$ cat src/rtl/core/lftrp_pkg.sv
`default_nettype none

package lftrp_pkg;

    // special byte values on the reader link
    localparam logic [7:0] LF_BYTE    = 8'h0A;
    localparam logic [7:0] CR_BYTE    = 8'h0D;
    localparam logic [7:0] ERR_BYTE   = 8'h58;
    localparam logic [7:0] NOTAG_BYTE = 8'h51;

    // long frame window: bytes TAG_FIRST .. LONG_MIN_LEN-1
    localparam int LONG_MIN_LEN = 29;
    localparam int TAG_FIRST    = 5;

    // run index width, holds 0 .. LONG_MIN_LEN
    localparam int IDX_W = 5;

    // result kinds
    typedef enum logic [2:0] {
        KIND_TAG   = 3'd0,
        KIND_SHORT = 3'd1,
        KIND_ERR   = 3'd2,
        KIND_NOTAG = 3'd3,
        KIND_EMPTY = 3'd4
    } t_kind;

    // controller states
    typedef enum logic [1:0] {
        ST_IDLE,
        ST_FETCH,
        ST_LOAD,
        ST_SEND
    } t_state;

    // controller to datapath
    typedef struct packed {
        logic byte_acc;
        logic load_single;
        logic start_run;
        logic load_result;
    } t_dp_cmd;

    // datapath to controller
    typedef struct packed {
        logic is_close;
        logic is_single;
        logic out_last;
    } t_dp_sts;

endpackage

`default_nettype wire

$ cat src/rtl/core/lftrp_dp.sv
`default_nettype none

module lftrp_dp #(
    parameter int BUF_SIZE = 64
) (
    input  wire                   i_clk,
    input  wire                   i_rst_n,
    input  wire  [7:0]            i_rx_byte,
    input  lftrp_pkg::t_dp_cmd    i_cmd,
    output lftrp_pkg::t_dp_sts    o_sts,
    output logic [2:0]            o_kind,
    output logic [7:0]            o_data_byte,
    output logic                  o_last
);

    localparam int DEPTH = BUF_SIZE - 1;
    localparam int PW    = $clog2(BUF_SIZE);
    localparam int AW    = (DEPTH > 1) ? $clog2(DEPTH) : 1;
    localparam int IW    = lftrp_pkg::IDX_W;

    // frame store
    logic [7:0] r_mem [DEPTH];
    logic [7:0] r_rd_data;

    // frame tracking
    logic          r_frame_open, n_frame_open;
    logic [PW-1:0] r_wr_pos,     n_wr_pos;
    logic [PW-1:0] r_len,        n_len;
    logic          r_zero_seen,  n_zero_seen;
    logic [7:0]    r_first,      n_first;

    // run control
    logic [IW-1:0]     r_rd_idx, n_rd_idx;
    logic [IW-1:0]     r_end,    n_end;
    lftrp_pkg::t_kind  r_kind,   n_kind;

    // output register
    lftrp_pkg::t_kind  r_out_kind, n_out_kind;
    logic [7:0]        r_out_data, n_out_data;
    logic              r_out_last, n_out_last;

    logic              is_lf;
    logic              is_cr;
    logic              store_en;
    logic              is_long;
    lftrp_pkg::t_kind  single_kind;
    logic [AW-1:0]     rd_addr;

    // byte decode and close classification
    always_comb begin
        is_lf    = (i_rx_byte == lftrp_pkg::LF_BYTE);
        is_cr    = (i_rx_byte == lftrp_pkg::CR_BYTE);
        store_en = i_cmd.byte_acc && !is_lf && !is_cr && r_frame_open
                   && (r_wr_pos < PW'(DEPTH));
        is_long  = (int'(r_len) >= lftrp_pkg::LONG_MIN_LEN);
        if (r_len == '0) begin
            single_kind = lftrp_pkg::KIND_EMPTY;
        end else if (r_first == lftrp_pkg::ERR_BYTE) begin
            single_kind = lftrp_pkg::KIND_ERR;
        end else begin
            single_kind = lftrp_pkg::KIND_NOTAG;
        end
        o_sts.is_close  = is_lf && r_frame_open;
        o_sts.is_single = (r_len == '0)
                          || ((r_len == PW'(1))
                              && ((r_first == lftrp_pkg::ERR_BYTE)
                                  || (r_first == lftrp_pkg::NOTAG_BYTE)));
        o_sts.out_last  = r_out_last;
        rd_addr         = AW'(r_rd_idx);
    end

    // next state of frame tracking, run and output registers
    always_comb begin
        n_frame_open = r_frame_open;
        n_wr_pos     = r_wr_pos;
        n_len        = r_len;
        n_zero_seen  = r_zero_seen;
        n_first      = r_first;
        n_rd_idx     = r_rd_idx;
        n_end        = r_end;
        n_kind       = r_kind;
        n_out_kind   = r_out_kind;
        n_out_data   = r_out_data;
        n_out_last   = r_out_last;

        if (i_cmd.byte_acc && is_lf) begin
            if (!r_frame_open) begin
                n_frame_open = 1'b1;
                n_wr_pos     = '0;
                n_len        = '0;
                n_zero_seen  = 1'b0;
            end else begin
                n_frame_open = 1'b0;
                n_wr_pos     = '0;
            end
        end else if (store_en) begin
            n_wr_pos = r_wr_pos + PW'(1);
            if (r_wr_pos == '0) begin
                n_first = i_rx_byte;
            end
            if (i_rx_byte == 8'h00) begin
                n_zero_seen = 1'b1;
            end else if (!r_zero_seen) begin
                n_len = r_len + PW'(1);
            end
        end

        if (i_cmd.load_single) begin
            n_out_kind = single_kind;
            n_out_data = 8'h00;
            n_out_last = 1'b1;
        end

        if (i_cmd.start_run) begin
            if (is_long) begin
                n_rd_idx = IW'(lftrp_pkg::TAG_FIRST);
                n_end    = IW'(lftrp_pkg::LONG_MIN_LEN);
                n_kind   = lftrp_pkg::KIND_TAG;
            end else begin
                n_rd_idx = '0;
                n_end    = IW'(r_len);
                n_kind   = lftrp_pkg::KIND_SHORT;
            end
        end

        if (i_cmd.load_result) begin
            n_out_kind = r_kind;
            n_out_data = r_rd_data;
            n_out_last = ((r_rd_idx + IW'(1)) == r_end);
            n_rd_idx   = r_rd_idx + IW'(1);
        end
    end

    // control registers
    always_ff @(posedge i_clk) begin
        if (!i_rst_n) begin
            r_frame_open <= 1'b0;
            r_wr_pos     <= '0;
            r_len        <= '0;
            r_zero_seen  <= 1'b0;
            r_rd_idx     <= '0;
            r_end        <= '0;
        end else begin
            r_frame_open <= n_frame_open;
            r_wr_pos     <= n_wr_pos;
            r_len        <= n_len;
            r_zero_seen  <= n_zero_seen;
            r_rd_idx     <= n_rd_idx;
            r_end        <= n_end;
        end
    end

    // payload registers
    always_ff @(posedge i_clk) begin
        r_first    <= n_first;
        r_kind     <= n_kind;
        r_out_kind <= n_out_kind;
        r_out_data <= n_out_data;
        r_out_last <= n_out_last;
    end

    // store write and registered read
    always_ff @(posedge i_clk) begin
        if (store_en) begin
            r_mem[r_wr_pos[AW-1:0]] <= i_rx_byte;
        end
        r_rd_data <= r_mem[rd_addr];
    end

    assign o_kind      = r_out_kind;
    assign o_data_byte = r_out_data;
    assign o_last      = r_out_last;

    // write position never runs past the store
    a_wr_pos_bound: assert property (@(posedge i_clk) disable iff (!i_rst_n)
        r_wr_pos <= PW'(DEPTH))
        else $error("write position beyond store");

    // content never longer than what was stored
    a_len_bound: assert property (@(posedge i_clk) disable iff (!i_rst_n)
        r_frame_open |-> (r_len <= r_wr_pos))
        else $error("content length exceeds stored bytes");

    // closed frame holds no write position
    a_closed_pos: assert property (@(posedge i_clk) disable iff (!i_rst_n)
        !r_frame_open |-> (r_wr_pos == '0))
        else $error("write position set with no frame open");

endmodule

`default_nettype wire

$ cat src/rtl/core/lftrp_ctrl.sv
`default_nettype none

module lftrp_ctrl (
    input  wire                   i_clk,
    input  wire                   i_rst_n,
    input  wire                   i_valid,
    output logic                  o_stall,
    output logic                  o_valid,
    input  wire                   i_stall,
    input  lftrp_pkg::t_dp_sts    i_sts,
    output lftrp_pkg::t_dp_cmd    o_cmd
);

    lftrp_pkg::t_state r_state, n_state;

    // next state
    always_comb begin
        n_state = r_state;
        case (r_state)
            lftrp_pkg::ST_IDLE: begin
                if (i_valid && i_sts.is_close) begin
                    n_state = i_sts.is_single ? lftrp_pkg::ST_SEND : lftrp_pkg::ST_FETCH;
                end
            end
            lftrp_pkg::ST_FETCH: begin
                n_state = lftrp_pkg::ST_LOAD;
            end
            lftrp_pkg::ST_LOAD: begin
                n_state = lftrp_pkg::ST_SEND;
            end
            lftrp_pkg::ST_SEND: begin
                if (!i_stall) begin
                    n_state = i_sts.out_last ? lftrp_pkg::ST_IDLE : lftrp_pkg::ST_FETCH;
                end
            end
            default: begin
                n_state = lftrp_pkg::ST_IDLE;
            end
        endcase
    end

    // outputs and datapath commands
    always_comb begin
        o_stall           = 1'b1;
        o_valid           = 1'b0;
        o_cmd.byte_acc    = 1'b0;
        o_cmd.load_single = 1'b0;
        o_cmd.start_run   = 1'b0;
        o_cmd.load_result = 1'b0;
        case (r_state)
            lftrp_pkg::ST_IDLE: begin
                o_stall        = 1'b0;
                o_cmd.byte_acc = i_valid;
                if (i_valid && i_sts.is_close) begin
                    o_cmd.load_single = i_sts.is_single;
                    o_cmd.start_run   = !i_sts.is_single;
                end
            end
            lftrp_pkg::ST_LOAD: begin
                o_cmd.load_result = 1'b1;
            end
            lftrp_pkg::ST_SEND: begin
                o_valid = 1'b1;
            end
            default: begin
                o_stall = 1'b1;
            end
        endcase
    end

    // state register
    always_ff @(posedge i_clk) begin
        if (!i_rst_n) begin
            r_state <= lftrp_pkg::ST_IDLE;
        end else begin
            r_state <= n_state;
        end
    end

    // never take a byte while a result is shown
    a_no_overlap: assert property (@(posedge i_clk) disable iff (!i_rst_n)
        !(o_valid && !o_stall))
        else $error("input taken while result pending");

    // final result of a run returns to idle
    a_last_idle: assert property (@(posedge i_clk) disable iff (!i_rst_n)
        (o_valid && !i_stall && i_sts.out_last) |=> (r_state == lftrp_pkg::ST_IDLE))
        else $error("run did not end on last result");

    // a closing byte starts exactly one kind of response
    a_one_start: assert property (@(posedge i_clk) disable iff (!i_rst_n)
        !(o_cmd.load_single && o_cmd.start_run))
        else $error("single result and run started together");

endmodule

`default_nettype wire

$ cat src/rtl/core/lf_framed_tag_reply_parser.sv
`default_nettype none

// channel   | valid    | stall    | payload
// ----------+----------+----------+-----------------------------------
// rx item   | i_valid  | o_stall  | i_rx_byte
// result    | o_valid  | i_stall  | o_kind, o_data_byte, o_last
//
// a byte that closes no frame is taken in idle; a closing line feed is
// taken in idle too, then a single-result frame goes straight to show,
// and each run result (up to 28) passes fetch, load and show (store read,
// output load, show), set by the frame store's single registered read port.
// reset is synchronous and active low; the store needs no clearing.
// while a run is shown, o_stall stays high; i_stall holds a result in place.

module lf_framed_tag_reply_parser #(
    parameter int BUF_SIZE = 64
) (
    input  wire         i_clk,
    input  wire         i_rst_n,
    input  wire         i_valid,
    output logic        o_stall,
    input  wire  [7:0]  i_rx_byte,
    output logic        o_valid,
    input  wire         i_stall,
    output logic [2:0]  o_kind,
    output logic [7:0]  o_data_byte,
    output logic        o_last
);

    lftrp_pkg::t_dp_cmd dp_cmd;
    lftrp_pkg::t_dp_sts dp_sts;

    // sequencing of byte intake and result runs
    lftrp_ctrl u_ctrl (
        .i_clk   (i_clk),
        .i_rst_n (i_rst_n),
        .i_valid (i_valid),
        .o_stall (o_stall),
        .o_valid (o_valid),
        .i_stall (i_stall),
        .i_sts   (dp_sts),
        .o_cmd   (dp_cmd)
    );

    // frame store, counters and output register
    lftrp_dp #(
        .BUF_SIZE (BUF_SIZE)
    ) u_dp (
        .i_clk       (i_clk),
        .i_rst_n     (i_rst_n),
        .i_rx_byte   (i_rx_byte),
        .i_cmd       (dp_cmd),
        .o_sts       (dp_sts),
        .o_kind      (o_kind),
        .o_data_byte (o_data_byte),
        .o_last      (o_last)
    );

endmodule

`default_nettype wire

$ cat config.mk
export PLATFORM = sky130hd
export DESIGN_NAME = lf_framed_tag_reply_parser
export DESIGN_NICKNAME = d
export VERILOG_FILES = /design/src/rtl/core/lftrp_pkg.sv /design/src/rtl/core/lftrp_dp.sv /design/src/rtl/core/lftrp_ctrl.sv /design/src/rtl/core/lf_framed_tag_reply_parser.sv
export SDC_FILE = /design/constraint.sdc
export NUM_CORES = 1
export LEC_CHECK = 0
export BUFFER_PORTS_ARGS = -buffer_cell sky130_fd_sc_hd__buf_4
export CORE_MARGIN = 8
export CORE_UTILIZATION = 60
export CTS_CLUSTER_DIAMETER = 40
export DETAILED_ROUTE_END_ITERATION = 10
export PLACE_DENSITY = 0.77
export SETUP_SLACK_MARGIN = 0.5
export SYNTH_ARGS = -nofsm -noshare
export SYNTH_HDL_FRONTEND = slang
export SYNTH_HIERARCHICAL = 1
export SYNTH_SLANG_ARGS = --single-unit
$ cat constraint.sdc
create_clock -name i_clk -period 6.08 [get_ports i_clk]
set_input_delay 0.912 -clock i_clk [delete_from_list [all_inputs] [get_ports i_clk]]
set_output_delay 0.912 -clock i_clk [all_outputs]
set_load 0.02 [all_outputs]
==> Word-level counts from Yosys, hierarchy flattened <==
Memory sizes are Yosys's and may differ from the RTL's. A register that Yosys moved wholly into a read port is not among the register bits.
Index checks and enable logic that the tools add are counted.
{ "totals": {"register_bits": 49, "latchBits": 0, "ram_bits": 504, "rom_bits": 0, "input_bits": 12, "output_inout_bits": 14, "wordCells": 95, "memories": 1} }
{ "mem_list": {"columns": ["name", "words", "width", "read_ports", "rd_ports_with_merged_regs", "wr", "line", "source"], "rows": [
  ["u_dp.r_mem", 63, 8, 1, 1, 1, "lftrp_dp.sv:22", "logic [7:0] r_mem [DEPTH];"]
]} }
{ "classes": {"addsub": 3, "mul": 0, "n_div": 0, "n_lt_le_gt_ge": 2, "n_eq_ne": 14, "n_shift": 0, "mux": 35, "n_bitwise": 2, "reduce_logical": 26} }
{ "op_table": {"columns": ["op", "count"], "rows": [
  ["$mux 6", 5],
  ["$eq 8x4->1 const B", 2],
  ["$eq 8x7->1 const B", 2],
  ["$mux 8", 2],
  ["$mux 1", 15],
  ["$mux 3", 5],
  ["$mux 5", 3],
  ["$add 6x1->6 const B", 2],
  ["$logic_not 6->1", 2],
  ["$logic_and 1x1->1", 8],
  ["$logic_not 8->1", 1],
  ["$mux 2", 4],
  ["$pmux 2 s4", 1],
  ["$reduce_bool 2->1", 4],
  ["$eq 6x1->1 const B", 1],
  ["$ge 6x5->1 const B", 1],
  ["$lt 6x6->1 const B", 1],
  ["$ne 2x2->1 const B", 3],
  ["$reduce_and 3->1", 2],
  ["$add 5x1->5 const B", 1],
  ["$eq 5x5->1", 1],
  ["$eq 2x2->1 const B", 2],
  ["$ne 2x1->1 const B", 2],
  ["$reduce_and 4->1", 1],
  ["other kinds (7)", 11]
]} }

==> Logic depth before layout (Yosys ltp) <==
Gate-level depths: netlist (run 1).
{ "logic_depth": {"ltp_word": 13, "ltp_mapped": 10, "depth_no_buf": 8} }

==> By module <==
The synthesis (run 1) kept the hierarchy.
{ "by_module_without_submodules": {"columns": ["mod", "n_inst", "cells_per_inst", "area_per_inst_um2", "seq_area_each_um2"], "rows": [
  ["lftrp_dp", 1, 685, 12215.5, 8958.6],
  ["lftrp_ctrl", 1, 24, 202.7, 40.0]
]} }

==> Worst setup path before layout (run 1) <==
No wires, ideal clock.
{ "synth_path": {"path_kind": "input to register", "start": "input port i_rx_byte[1]", "end": "memory u_dp.r_mem[20][0] (enable)", "setup_time_ps": 395, "arrival_time_ps": 2454, "t_required_ps": 5685, "slack_ps": 3231, "stages": 4, "path_buffers": 0, "cell_sequence": "and3b_4 o211ai_4 nand3_1 nor4_1"} }
{ "synth_via": {"elab_chain_cells": 8, "elab_cells_between_ends": 10, "classes_between": "2 x eq/ne; 2 x mux; 6 x reduce/logical"} }
{ "synth_lines": {"columns": ["item", "line", "source"], "rows": [
  ["from (decl)", "lf_framed_tag_reply_parser.sv:22", "input wire [7:0] i_rx_byte,"],
  ["$eq 8x4->1", "lftrp_dp.sv:51", "is_lf = (i_rx_byte == lftrp_pkg::LF_BYTE);"],
  ["$logic_not 1->1", "lftrp_dp.sv:53", "store_en = i_cmd.byte_acc && !is_lf && !is_cr && r_frame_open"],
  ["$logic_and 1x1->1", "lftrp_dp.sv:53", null],
  ["$logic_and 1x1->1 (*) (2 in a row)", "lftrp_dp.sv:53", null],
  ["$logic_and 1x1->1 (*)", "lftrp_dp.sv:54", "&& (r_wr_pos < PW'(DEPTH));"],
  ["$mux 1 (*)", "lftrp_dp.sv:164", "if (store_en) begin"],
  ["$mux 1 (not written as such) (*)", "lftrp_dp.sv:165", "r_mem[r_wr_pos[AW-1:0]] <= i_rx_byte;"],
  ["to (decl)", "lftrp_dp.sv:22", null]
]} }
Mark *: on every way between the ends. The rest lies on a longest branch, timed or not.

==> Worst setup path in the final report (run 1) <==
{ "layout_path": {"start": "input port i_rx_byte[1]", "end": "memory u_dp.r_mem[14][1] (enable)"} }
The elaborated chain is that of the path after synthesis.

==> metrics, run 1 <==
outcome completed; leak pwr 4.41 nW; synth unique cells 60; register area share after synthesis 72.5%; predominant post-synthesis flop cell sky130_fd_sc_hd__edfxtp_1; share of layout cells above drive strength 1 23.8%; HPWL after detailed placement 15.7 mm; drt drc 0; met2 layer usage reported by global route 32.9%; maximum level of the CTS H-tree 2; clock insertion delay at the later pin of the skew report 0.51 ns; signed area change from the synthesized netlist to the final layout 12.5%; Async SR Flop Fraction 0%; horizontal extent of the die 160 µm; Cells after Synth 709; TritonRoute pass-1 iters 5; diode insertion count for antenna repair 0; Arrival @ worst endpoint 3.27 ns; VDD IR-drop max 0.254 mV; number of post-CTS setup repair buffers 0; leading cell types by total area after synthesis sky130_fd_sc_hd__edfxtp_1, sky130_fd_sc_hd__mux4_2, sky130_fd_sc_hd__dfxtp_1; Sinks on Clock Net 311; count of fill cells added during filler insertion 1289; Synth Register Bits 311; final critical-path required period 3.14 ns; Min-Delay Path Class reg -> reg; max-cap viol count 0; Final Max Tran Viols 0; TritonCTS clock tree built; gr busiest metal met2; I/O Pins 26; fmax 319 MHz; GRT Residual Overflow 0; via density per instance 6.42; met3 track utilization from global routing 3.80%; count of flip-flops with a built-in enable after synthesis 277; worst max-slew margin expressed relative to the limit 30.6%; global-route met1 utilization 27.0%; startpoint type of the worst setup path input pin; maximum number of pins on one net before global-route repair 76; overall power 5.19 mW; Power per Cell Area 372 nW/µm²; highest net fanout along the worst path 39; Port-buffer cells 25; Starting Density 61.2%; total number of vias 6629; CTS Buffer Depth 3; final setup fails 0; drt initial violations 711; final wirelength 25.5 mm; Netlist Area Pre-Place 12400 µm²; Ys Warns 6; placeable core region 20300 µm²; Yosys top cell area share 67.0%; Die ar. 25600 µm²; Crit. End Element register; worst setup path class in -> reg; clock root buffer sky130_fd_sc_hd__clkbuf_16; row count 52; cells resized by post-CTS repair 0; count of nets after finishing 760; worst clock skew on the final layout 0.0154 ns; average footprint of a synthesized cell 17.5 µm²; Net Count, Synth 731; clock transition at the registers of the reported paths 0.05 ns; unrepaired setup endpoints after global routing false; data required time of the critical path 6.21 ns; Final ANT Viol Nets 0; height of the die 160 µm; drt wl/cell 24.7 µm; overall routing resource usage 20.2%; final clock period utilization by the worst path 51.6%; final setup TNS 0 ns; Final GP Congestion 0.894; count of final hold-check violations 0; actual slew at the worst max-slew pin 1.04 ns; via count of the first global-routing pass 6781; first-pass GRT wire length 39.6 mm; post-synth top area cell sky130_fd_sc_hd__edfxtp_1; Hold-fix buffers, CTS 0; initial antenna violation count 0; TritonCTS Buffers 35
[critical path: stages]
cell	delay, ns
sky130_fd_sc_hd__buf_4	0.36
sky130_fd_sc_hd__and3b_4	0.28
sky130_fd_sc_hd__o211ai_4	0.28
sky130_fd_sc_hd__nand3_1	0.26
sky130_fd_sc_hd__or3_2	0.57
sky130_fd_sc_hd__nor2_1	0.58
[layout by cell type (no fill, tap or decap), types with 10 or more instances in the layout]
cell type,Yosys,layout
sky130_fd_sc_hd__a211oi_1,10,10
sky130_fd_sc_hd__dfxtp_1,34,32
sky130_fd_sc_hd__mux4_2,56,56
sky130_fd_sc_hd__nand2_1,25,25
sky130_fd_sc_hd__o22ai_1,16,16
sky130_fd_sc_hd__inv_1,14,14
sky130_fd_sc_hd__ha_1,10,10
sky130_fd_sc_hd__buf_4,2,32
sky130_fd_sc_hd__a31oi_1,13,13
sky130_fd_sc_hd__a21oi_1,15,15
sky130_fd_sc_hd__mux2_2,16,16
sky130_fd_sc_hd__nand3_1,18,18
sky130_fd_sc_hd__a22oi_1,16,16
sky130_fd_sc_hd__clkbuf_16,0,35
sky130_fd_sc_hd__edfxtp_1,277,277
sky130_fd_sc_hd__nor2_1,51,51
[report_power, final]
group	switching (mW)	internal, mW	leakage (nW)
Sequential	0.0443	2.39	2.77
Clock	0.813	1.27	0.542
Combinational	0.356	0.318	1.10
Total	1.21	3.98	4.41
[routing by layer]
metal  part of all wire (%)  vias up
met5                      0        -
met2                     49      299
li1                       -     2894
met1                     40     3395
met4                    2.5        0
met3                    8.1       41
[flip-flops by register name (all words and copies together), names as in the netlist]
name and cells:
u_dp/o_last 1, u_dp/r_first 8, u_dp/r_kind 1, u_dp/o_data_byte 8
u_dp/r_rd_idx 5, u_dp/r_frame_open 1, u_dp/r_zero_seen 1, u_dp/r_end 5
u_dp/r_rd_data 8, u_dp/r_mem 256, u_dp/r_len 6, u_dp/o_kind 3
u_dp/r_wr_pos 6, u_ctrl/r_state 2
[through the flow]
| stage | util, % | worst slack [ns] | area [µm²] | hold WS [ns] | std cells |
|---|---|---|---|---|---|
| 2_1_floorplan | - | 3.23 | 12400 | 0.458 | 709 |
| 3_3_place_gp | 63.1 | 2.52 | 12800 | 0.475 | 971 |
| 3_5_place_dp | 63.1 | 2.42 | 12800 | 0.486 | 971 |
| 4_1_cts | 68.8 | 2.97 | 14000 | 0.492 | 1032 |
| 5_1_grt | 68.8 | 2.77 | 14000 | 0.518 | 1032 |
| 6_report | 68.8 | 2.94 | 14000 | 0.492 | 1032 |
[final timing paths]
path                                       start                     endpoint  slack (ns)  cells after the start
setup / recovery                    i_rx_byte[1]  u_dp/r_mem[14][1]$_DFFE_PP_        2.94                      6
hold / removal        u_dp/r_end[1]$_SDFFE_PN0P_   u_dp/r_end[1]$_SDFFE_PN0P_        0.49                      2
setup reg to reg  u_ctrl/r_state[0]$_SDFFE_PN0P_  u_dp/r_mem[14][1]$_DFFE_PP_        3.12                      7
hold reg to reg       u_dp/r_end[1]$_SDFFE_PN0P_   u_dp/r_end[1]$_SDFFE_PN0P_        0.49                      2
[area by class of cell]
| cell class | count | area [µm²] | share of cell area (%) |
|---|---|---|---|
| repair buffers | 32 | 240 | 1.72 |
| well taps | 270 | 338 | 2.42 |
| clock buffers | 36 | 880 | 6.29 |
| multi-input cells | 344 | 3180 | 22.8 |
| flip-flops and latches | 311 | 9000 | 64.4 |
| clock inverters | 25 | 277 | 1.98 |
| inverters | 14 | 52.6 | 0.376 |
[cell families after synthesis]
kind of cell	share of synthesized area, %
buffers and inverters	1.90
adders and majority gates	1.01
and+or+nand+nor	6.80
DFF	72.5
AOI/OAI and AO/OA	5.14
xor gates and xnor gates	0.917
muxes	11.8
[Yosys cell counts, types with 15 or more instances]
master                       n
sky130_fd_sc_hd__nor2_1     51
sky130_fd_sc_hd__a21oi_1    15
sky130_fd_sc_hd__edfxtp_1  277
sky130_fd_sc_hd__a22oi_1    16
sky130_fd_sc_hd__dfxtp_1    34
sky130_fd_sc_hd__buf_2      15
sky130_fd_sc_hd__mux4_2     56
sky130_fd_sc_hd__mux2_2     16
sky130_fd_sc_hd__nand3_1    18
sky130_fd_sc_hd__o22ai_1    16
sky130_fd_sc_hd__nand2_1    25
Note: power is estimated with default switching activity, not from simulation.
==> run 2: changes to the inputs <==
--- a/config.mk
+++ b/config.mk
@@ -7,10 +7,10 @@
 export LEC_CHECK = 0
 export BUFFER_PORTS_ARGS = -buffer_cell sky130_fd_sc_hd__buf_4
 export CORE_MARGIN = 8
-export CORE_UTILIZATION = 60
+export CORE_UTILIZATION = 56
 export CTS_CLUSTER_DIAMETER = 40
 export DETAILED_ROUTE_END_ITERATION = 10
-export PLACE_DENSITY = 0.77
+export PLACE_DENSITY = 0.75
 export SETUP_SLACK_MARGIN = 0.5
 export SYNTH_ARGS = -nofsm -noshare
 export SYNTH_HDL_FRONTEND = slang
==> constraint.sdc (replaced) <==
create_clock -name i_clk -period 2.68 [get_ports i_clk]
set_input_delay 0.402 -clock i_clk [delete_from_list [all_inputs] [get_ports i_clk]]
set_output_delay 0.402 -clock i_clk [all_outputs]
set_load 0.02 [all_outputs]
==> run 2 against run 1 <==
Non-clock buffer count grew 58; via count grew 5.4%; wire length grew 12%; flip-flop and latch count is the same; die area grew 6.4%; global-route usage grew 0.94 points; clock power grew 140%; clock skew grew 0.0067 ns; largest power group unchanged.
==> metrics, run 2 (synthesis results as in run 1) <==
final clock period utilization by the worst path 80.4%; Power per Cell Area 831 nW/µm² (was 372 nW/µm²); overall power 12.4 mW (was 5.19 mW); highest net fanout along the worst path 8 (was 39); fmax 464 MHz; proportion of power drawn by combinational gates 13.8% (was 13.0%); drt drc 0 (unchanged); startpoint type of the worst setup path register (was input pin); via density per instance 6.32 (was 6.42); worst max-slew margin expressed relative to the limit 49.8% (was 30.6%); outcome completed (unchanged); clock transition at the registers of the reported paths 0.06 ns (was 0.05 ns); net load switching power 2.96 mW (was 1.21 mW); I/O Pins 26 (unchanged); worst setup path class reg -> reg (was in -> reg); TritonCTS Buffers 37 (was 35); signed area change from the synthesized netlist to the final layout 19.8% (was 12.5%); critical-path cell with the highest stage delay sky130_fd_sc_hd__or4_4 (was sky130_fd_sc_hd__nor2_1); HPWL after detailed placement 17.7 mm (was 15.7 mm); count of final hold-check violations 0 (unchanged); Port-buffer cells 25 (unchanged); post-route insts no fill 1106 (was 1032); Crit. End Element register (unchanged); via count of the first global-routing pass 6983 (was 6781); clock insertion delay at the later pin of the skew report 0.52 ns (was 0.51 ns); leak pwr 4.80 nW (was 4.41 nW); horizontal extent of the die 165 µm (was 160 µm); Sinks on Clock Net 311 (unchanged); drt initial violations 678 (was 711); tightest hold margin 0.211 ns (was 0.492 ns); worst clock skew on the final layout 0.0221 ns (was 0.0154 ns); final critical-path required period 2.16 ns; Int Power 9.40 mW (was 3.98 mW); Final ANT Viol Nets 0 (unchanged); max-cap viol count 0 (unchanged); count of nets after finishing 820 (was 760); share of layout cells above drive strength 1 34.5% (was 23.8%); unrepaired setup endpoints after global routing true (was false); clock root buffer sky130_fd_sc_hd__clkbuf_16 (unchanged); overall routing resource usage 21.2% (was 20.2%); placeable core region 21800 µm² (was 20300 µm²); CTS Buffer Depth 3 (unchanged); commonest cells after routing, fill and taps aside sky130_fd_sc_hd__edfxtp_1, sky130_fd_sc_hd__buf_4, sky130_fd_sc_hd__mux4_2, sky130_fd_sc_hd__clkbuf_16, sky130_fd_sc_hd__dfxtp_1 (was sky130_fd_sc_hd__edfxtp_1, sky130_fd_sc_hd__mux4_2, sky130_fd_sc_hd__nor2_1, sky130_fd_sc_hd__clkbuf_16); row count 54 (was 52); switching power share of the total 24.0% (was 23.4%); post-placement cell count 1020 (was 971); area taken by multi-input logic gates 3400 µm² (was 3180 µm²); count of fill cells added during filler insertion 1359 (was 1289); Final GP Congestion 0.928 (was 0.894); total number of vias 6985 (was 6629); maximum number of pins on one net before global-route repair 34 (was 76); slowest stage delay, CP 0.50 ns (was 0.58 ns); part of the total power dissipated in sequential elements 44.9% (was 46.8%); diode insertion count for antenna repair 0 (unchanged); TritonRoute pass-1 iters 8 (was 5); Starting Density 56.9% (was 61.2%); final wirelength 28.6 mm (was 25.5 mm); initial antenna violation count 0 (unchanged); Arrival @ worst endpoint 2.37 ns (was 3.27 ns); leading cell type in the layout, fill and taps excluded sky130_fd_sc_hd__edfxtp_1 (unchanged); TritonCTS clock tree built (unchanged); Min-Delay Path Class in -> reg (was reg -> reg); drt wl/cell 25.8 µm (was 24.7 µm); Final Max Tran Viols 0 (unchanged); first-pass GRT wire length 42.7 mm (was 39.6 mm); data required time of the critical path 2.89 ns (was 6.21 ns); flip-flop count of the largest register after layout 256 (unchanged); Die ar. 27200 µm² (was 25600 µm²); GRT Residual Overflow 0 (unchanged); actual slew at the worst max-slew pin 0.752 ns (was 1.04 ns); cells traversed along the worst timing path inv_2 -> ha_4 -> and2_4 -> o211a_4 -> nand2_2 -> or4_4 -> nor2_2 -> buf_6 (was buf_4 -> and3b_4 -> o211ai_4 -> nand3_1 -> or3_2 -> nor2_1); combined flip-flop and latch cell area 9010 µm² (was 9000 µm²); post-layout worst setup margin 0.524 ns (was 2.94 ns); height of the die 165 µm (was 160 µm); VDD IR-drop max 0.578 mV (was 0.254 mV); final setup TNS 0 ns (unchanged); Top delay family on crit path simple AND/OR/NAND/NOR gates (unchanged); final setup fails 0 (unchanged); Hold-fix buffers, CTS 0 (unchanged); worst-case setup slack after placement 0.117 ns (was 2.42 ns); critical path buffer and inverter count 2 (was 1); fraction of power consumed by the clock network 41.3% (was 40.2%); maximum level of the CTS H-tree 2 (unchanged)
-- run 2: cell count changes in the layout (fill, tap and decap cells not counted), sizes merged --
| cell | change |
|---|---|
| clkinv | -3 |
| buf | +58 |
| clkbuf | +10 |
| bufinv | -1 |
| clkinvlp | -3 |
| inv | +3 |
-- run 2: metal layers --
| metal | part of all wire [%] | vias to the layer above | global-route usage (%) |
|---|---|---|---|
| met1 | 39 | 3532 | 28.2 |
| met3 | 8.7 | 63 | 3.96 |
| met2 | 49 | 368 | 34.1 |
| met5 | 0 | - | 0 |
| met4 | 3.5 | 0 | 8.48 |
| li1 | - | 3022 | - |
-- run 2: final cells by class --
type | count | share of cell area, %
multi-input combinational | 344 | 22.9
timing repair buffer | 90 | 5.26
sequential | 311 | 60.6
clock buffer | 46 | 6.87
clock inverter | 21 | 1.71
inverter | 14 | 0.370
tap | 280 | 2.35
-- run 2: timing repair --
action | 4_1_cts | 5_1_grt
setup endpoints to repair | 243 | 169
buffers inserted | 10 | 9
gates resized for setup | 35 | 13
pin swaps | 6 | 9
gates cloned | 0 | 0
-- run 2: power by group through the flow --
| stage | registers [mW] | logic [mW] | clock network, mW |
|---|---|---|---|
| after floorplan | 5.63 | 1.08 | 0 |
| after global placement | 5.67 | 1.54 | 0 |
| after detailed placement | 5.67 | 1.58 | 0 |
| after CTS | 5.55 | 1.70 | 5.16 |
| after global routing | 5.56 | 1.83 | 5.36 |
| final | 5.55 | 1.71 | 5.11 |
-- run 2: worst paths after layout --
| kind | start | to | slack (ns) | depth (start not counted) |
|---|---|---|---|---|
| setup reg to reg | u_ctrl/r_state[0]$_SDFFE_PN0P_ | u_dp/r_mem[24][0]$_DFFE_PP_ | 0.52 | 8 |
| hold reg to reg | u_dp/r_end[1]$_SDFFE_PN0P_ | u_dp/r_end[1]$_SDFFE_PN0P_ | 0.49 | 2 |
| hold / removal | i_rx_byte[3] | u_dp/r_mem[30][3]$_DFFE_PP_ | 0.21 | 1 |
| setup / recovery | u_ctrl/r_state[0]$_SDFFE_PN0P_ | u_dp/r_mem[24][0]$_DFFE_PP_ | 0.52 | 8 |
-- run 2: stage by stage --
stage / instance area [µm²] / util (%)
final: 14900 / 68.2
after global routing: 14900 / 68.2
after CTS: 14800 / 67.6
after detailed placement: 13200 / 60.7
after global placement: 13200 / 60.7
after floorplan: 12500 / -
==> run 3: changes to the inputs <==
--- a/config.mk
+++ b/config.mk
@@ -7,10 +7,10 @@
 export LEC_CHECK = 0
 export BUFFER_PORTS_ARGS = -buffer_cell sky130_fd_sc_hd__buf_4
 export CORE_MARGIN = 8
-export CORE_UTILIZATION = 56
+export CORE_UTILIZATION = 60
 export CTS_CLUSTER_DIAMETER = 40
 export DETAILED_ROUTE_END_ITERATION = 10
-export PLACE_DENSITY = 0.75
+export PLACE_DENSITY = 0.77
 export SETUP_SLACK_MARGIN = 0.5
 export SYNTH_ARGS = -nofsm -noshare
 export SYNTH_HDL_FRONTEND = slang
==> constraint.sdc (replaced) <==
create_clock -name i_clk -period 2.2 [get_ports i_clk]
set_input_delay 0.33 -clock i_clk [delete_from_list [all_inputs] [get_ports i_clk]]
set_output_delay 0.33 -clock i_clk [all_outputs]
set_load 0.02 [all_outputs]
==> run 3 against run 2 <==
Clock skew grew 0.0040 ns; cell count increased by 2.4%; sequential share of layout area is 4.2 points lower; combinational power up 86%; largest power group unchanged; first-iteration DRC count grew 32%; die area is 6.0% lower; largest cell class unchanged; maximum frequency fell by 1.7%.
==> metrics, run 3 (synthesis results as in run 1) <==
clock insertion delay at the later pin of the skew report 0.51 ns (was 0.52 ns); Int Power 11.5 mW (was 9.40 mW); count of fill cells added during filler insertion 930 (was 1359); area taken by multi-input logic gates 4060 µm² (was 3400 µm²); final clock period utilization by the worst path 99.6% (was 80.4%); CTS Buffer Depth 3 (unchanged); Crit. End Element register (unchanged); startpoint of the worst hold path i_rx_byte[5] (was i_rx_byte[3]); data required time of the critical path 2.41 ns (was 2.89 ns); GRT Residual Overflow 0 (unchanged); Sinks on Clock Net 311 (unchanged); depth of the worst register-to-register path 8 (unchanged); first-pass GRT wire length 46.5 mm (was 42.7 mm); total number of vias 7730 (was 6985); Die ar. 25600 µm² (was 27200 µm²); highest net fanout along the worst path 8 (unchanged); initial antenna violation count 0 (unchanged); cells traversed along the worst timing path inv_4 -> ha_4 -> and2_4 -> o211a_4 -> nand2_4 -> or4_4 -> nor2_4 -> buf_12 (was inv_2 -> ha_4 -> and2_4 -> o211a_4 -> nand2_2 -> or4_4 -> nor2_2 -> buf_6); Min-Delay Path Class in -> reg (unchanged); final critical-path required period 2.19 ns (was 2.16 ns); Final Max Tran Viols 0 (unchanged); drt initial violations 893 (was 678); critical-path cell with the highest stage delay sky130_fd_sc_hd__or4_4 (unchanged); Starting Density 61.2% (was 56.9%); HPWL after detailed placement 18.2 mm (was 17.7 mm); leading cell type in the layout, fill and taps excluded sky130_fd_sc_hd__edfxtp_1 (unchanged); actual slew at the worst max-slew pin 0.543 ns (was 0.752 ns); slowest stage delay, CP 0.56 ns (was 0.50 ns); via density per instance 6.82 (was 6.32); net load switching power 3.96 mW (was 2.96 mW); unrepaired setup endpoints after global routing true (unchanged); worst setup path class reg -> reg (unchanged); count of final hold-check violations 0 (unchanged); clock root buffer sky130_fd_sc_hd__clkbuf_16 (unchanged); start point of the critical path u_ctrl/r_state[1]$_SDFFE_PN0P_ (was u_ctrl/r_state[0]$_SDFFE_PN0P_); Port-buffer cells 25 (unchanged); Final ANT Viol Nets 0 (unchanged); Arrival @ worst endpoint 2.41 ns (was 2.37 ns); final setup TNS 0 ns (unchanged); maximum level of the CTS H-tree 2 (unchanged); TritonCTS Buffers 35 (was 37); overall power 15.4 mW (was 12.4 mW); combined flip-flop and latch cell area 9020 µm² (was 9010 µm²); drt drc 0 (unchanged); overall routing resource usage 24.1% (was 21.2%); diode insertion count for antenna repair 0 (unchanged); flip-flop count of the largest register after layout 256 (unchanged); startpoint type of the worst setup path register (unchanged); tightest hold margin 0.114 ns (was 0.211 ns); worst r2r src u_ctrl/r_state[1]$_SDFFE_PN0P_ (was u_ctrl/r_state[0]$_SDFFE_PN0P_); leak pwr 5.11 nW (was 4.80 nW); VDD IR-drop max 0.910 mV (was 0.578 mV); worst max-slew margin expressed relative to the limit 63.7% (was 49.8%); cell depth of the worst min-delay path 1 (unchanged); proportion of power drawn by combinational gates 20.6% (was 13.8%); count of nets after finishing 862 (was 820); signed area change from the synthesized netlist to the final layout 29.0% (was 19.8%); fraction of power consumed by the clock network 35.9% (was 41.3%); final wirelength 34.4 mm (was 28.6 mm); maximum number of pins on one net before global-route repair 52 (was 34); max-cap viol count 0 (unchanged); Power per Cell Area 962 nW/µm² (was 831 nW/µm²); TritonRoute pass-1 iters 5 (was 8); row count 52 (was 54); Hold-fix buffers, CTS 0 (unchanged); placeable core region 20300 µm² (was 21800 µm²); final setup fails 0 (unchanged); worst clock skew on the final layout 0.0261 ns (was 0.0221 ns); part of the total power dissipated in sequential elements 43.5% (was 44.9%); switching power share of the total 25.7% (was 24.0%); horizontal extent of the die 160 µm (was 165 µm); share of layout cells above drive strength 1 46.5% (was 34.5%); post-placement cell count 1014 (was 1020); drt wl/cell 30.4 µm (was 25.8 µm); clock transition at the registers of the reported paths 0.06 ns (about the same); fin util 78.9% (was 68.2%); outcome completed (unchanged); I/O Pins 26 (unchanged); post-route insts no fill 1133 (was 1106); height of the die 160 µm (was 165 µm); Final GP Congestion 0.911 (was 0.928); fmax 456 MHz (was 464 MHz); commonest cells after routing, fill and taps aside sky130_fd_sc_hd__edfxtp_1, sky130_fd_sc_hd__buf_4, sky130_fd_sc_hd__mux4_2, sky130_fd_sc_hd__clkbuf_16, sky130_fd_sc_hd__nor2_4 (was sky130_fd_sc_hd__edfxtp_1, sky130_fd_sc_hd__buf_4, sky130_fd_sc_hd__mux4_2, sky130_fd_sc_hd__clkbuf_16, sky130_fd_sc_hd__dfxtp_1); TritonCTS clock tree built (unchanged); via count of the first global-routing pass 7421 (was 6983)
## run 3: cell count changes in the layout (fill, tap and decap cells not counted), moves of 9 or more
cell                      delta
sky130_fd_sc_hd__nor2_4     +14
sky130_fd_sc_hd__o22ai_2    +10
sky130_fd_sc_hd__buf_12     +13
sky130_fd_sc_hd__a22oi_1    -10
sky130_fd_sc_hd__a31oi_1     -9
sky130_fd_sc_hd__buf_4      +15
sky130_fd_sc_hd__a22oi_2    +10
sky130_fd_sc_hd__o22ai_1    -16
## run 3: layout make-up
type                    count  share of cell area [%]
clock buffers              40                    5.65
inverters                  14                   0.359
well taps                 270                    2.11
flip-flops and latches    311                    56.3
repair buffers            133                    9.05
multi-input cells         345                    25.4
clock inverters            20                    1.17
## run 3: metal layers
layer / routed length (µm) / global-route usage (%)
met2: 17000 / 40.1
met4: 1680 / 7.39
met3: 3230 / 4.50
met5: 0 / 0
met1: 12600 / 32.0
## run 3: path summary, 6_finish.rpt
kind | end | slack [ns]
setup / recovery | u_dp/r_mem[24][5]$_DFFE_PP_ | 0.008
hold / removal | u_dp/r_mem[6][5]$_DFFE_PP_ | 0.11
setup reg to reg | u_dp/r_mem[24][5]$_DFFE_PP_ | 0.008
hold reg to reg | u_dp/r_end[1]$_SDFFE_PN0P_ | 0.48
## run 3: timing repair
action                     CTS  global route
resized for setup           99            41
pin swaps                   38            30
buffers inserted            28            23
cloned                       6             2
setup endpoints to repair  307           309
## run 3: power by group through the flow
stage	logic (mW)	clock network [mW]	registers, mW
6_report	3.18	5.53	6.71
5_1_grt	3.29	5.78	6.72
4_1_cts	2.77	5.52	6.70
3_5_place_dp	2.04	0	6.87
3_3_place_gp	1.98	0	6.85
2_1_floorplan	1.34	0	6.86
## run 3: stage by stage
step	setup slack [ns]	area, µm²
after global placement	0.0300	13500
after CTS	0.0648	15600
final	0.00811	16000
after detailed placement	-0.0442	13500
after global routing	-0.0303	16000
after floorplan	0.156	12800
## run 3: critical path: cells and delay by family, from the launching register on
family                   cells  cell delay, ns
flip-flops                   1            0.36
AO/OA/AOI/OAI                1            0.20
AND/OR/NAND/NOR              4            1.00
buffers and inverters        2            0.21
adder cells (fa/ha/maj)      1            0.13
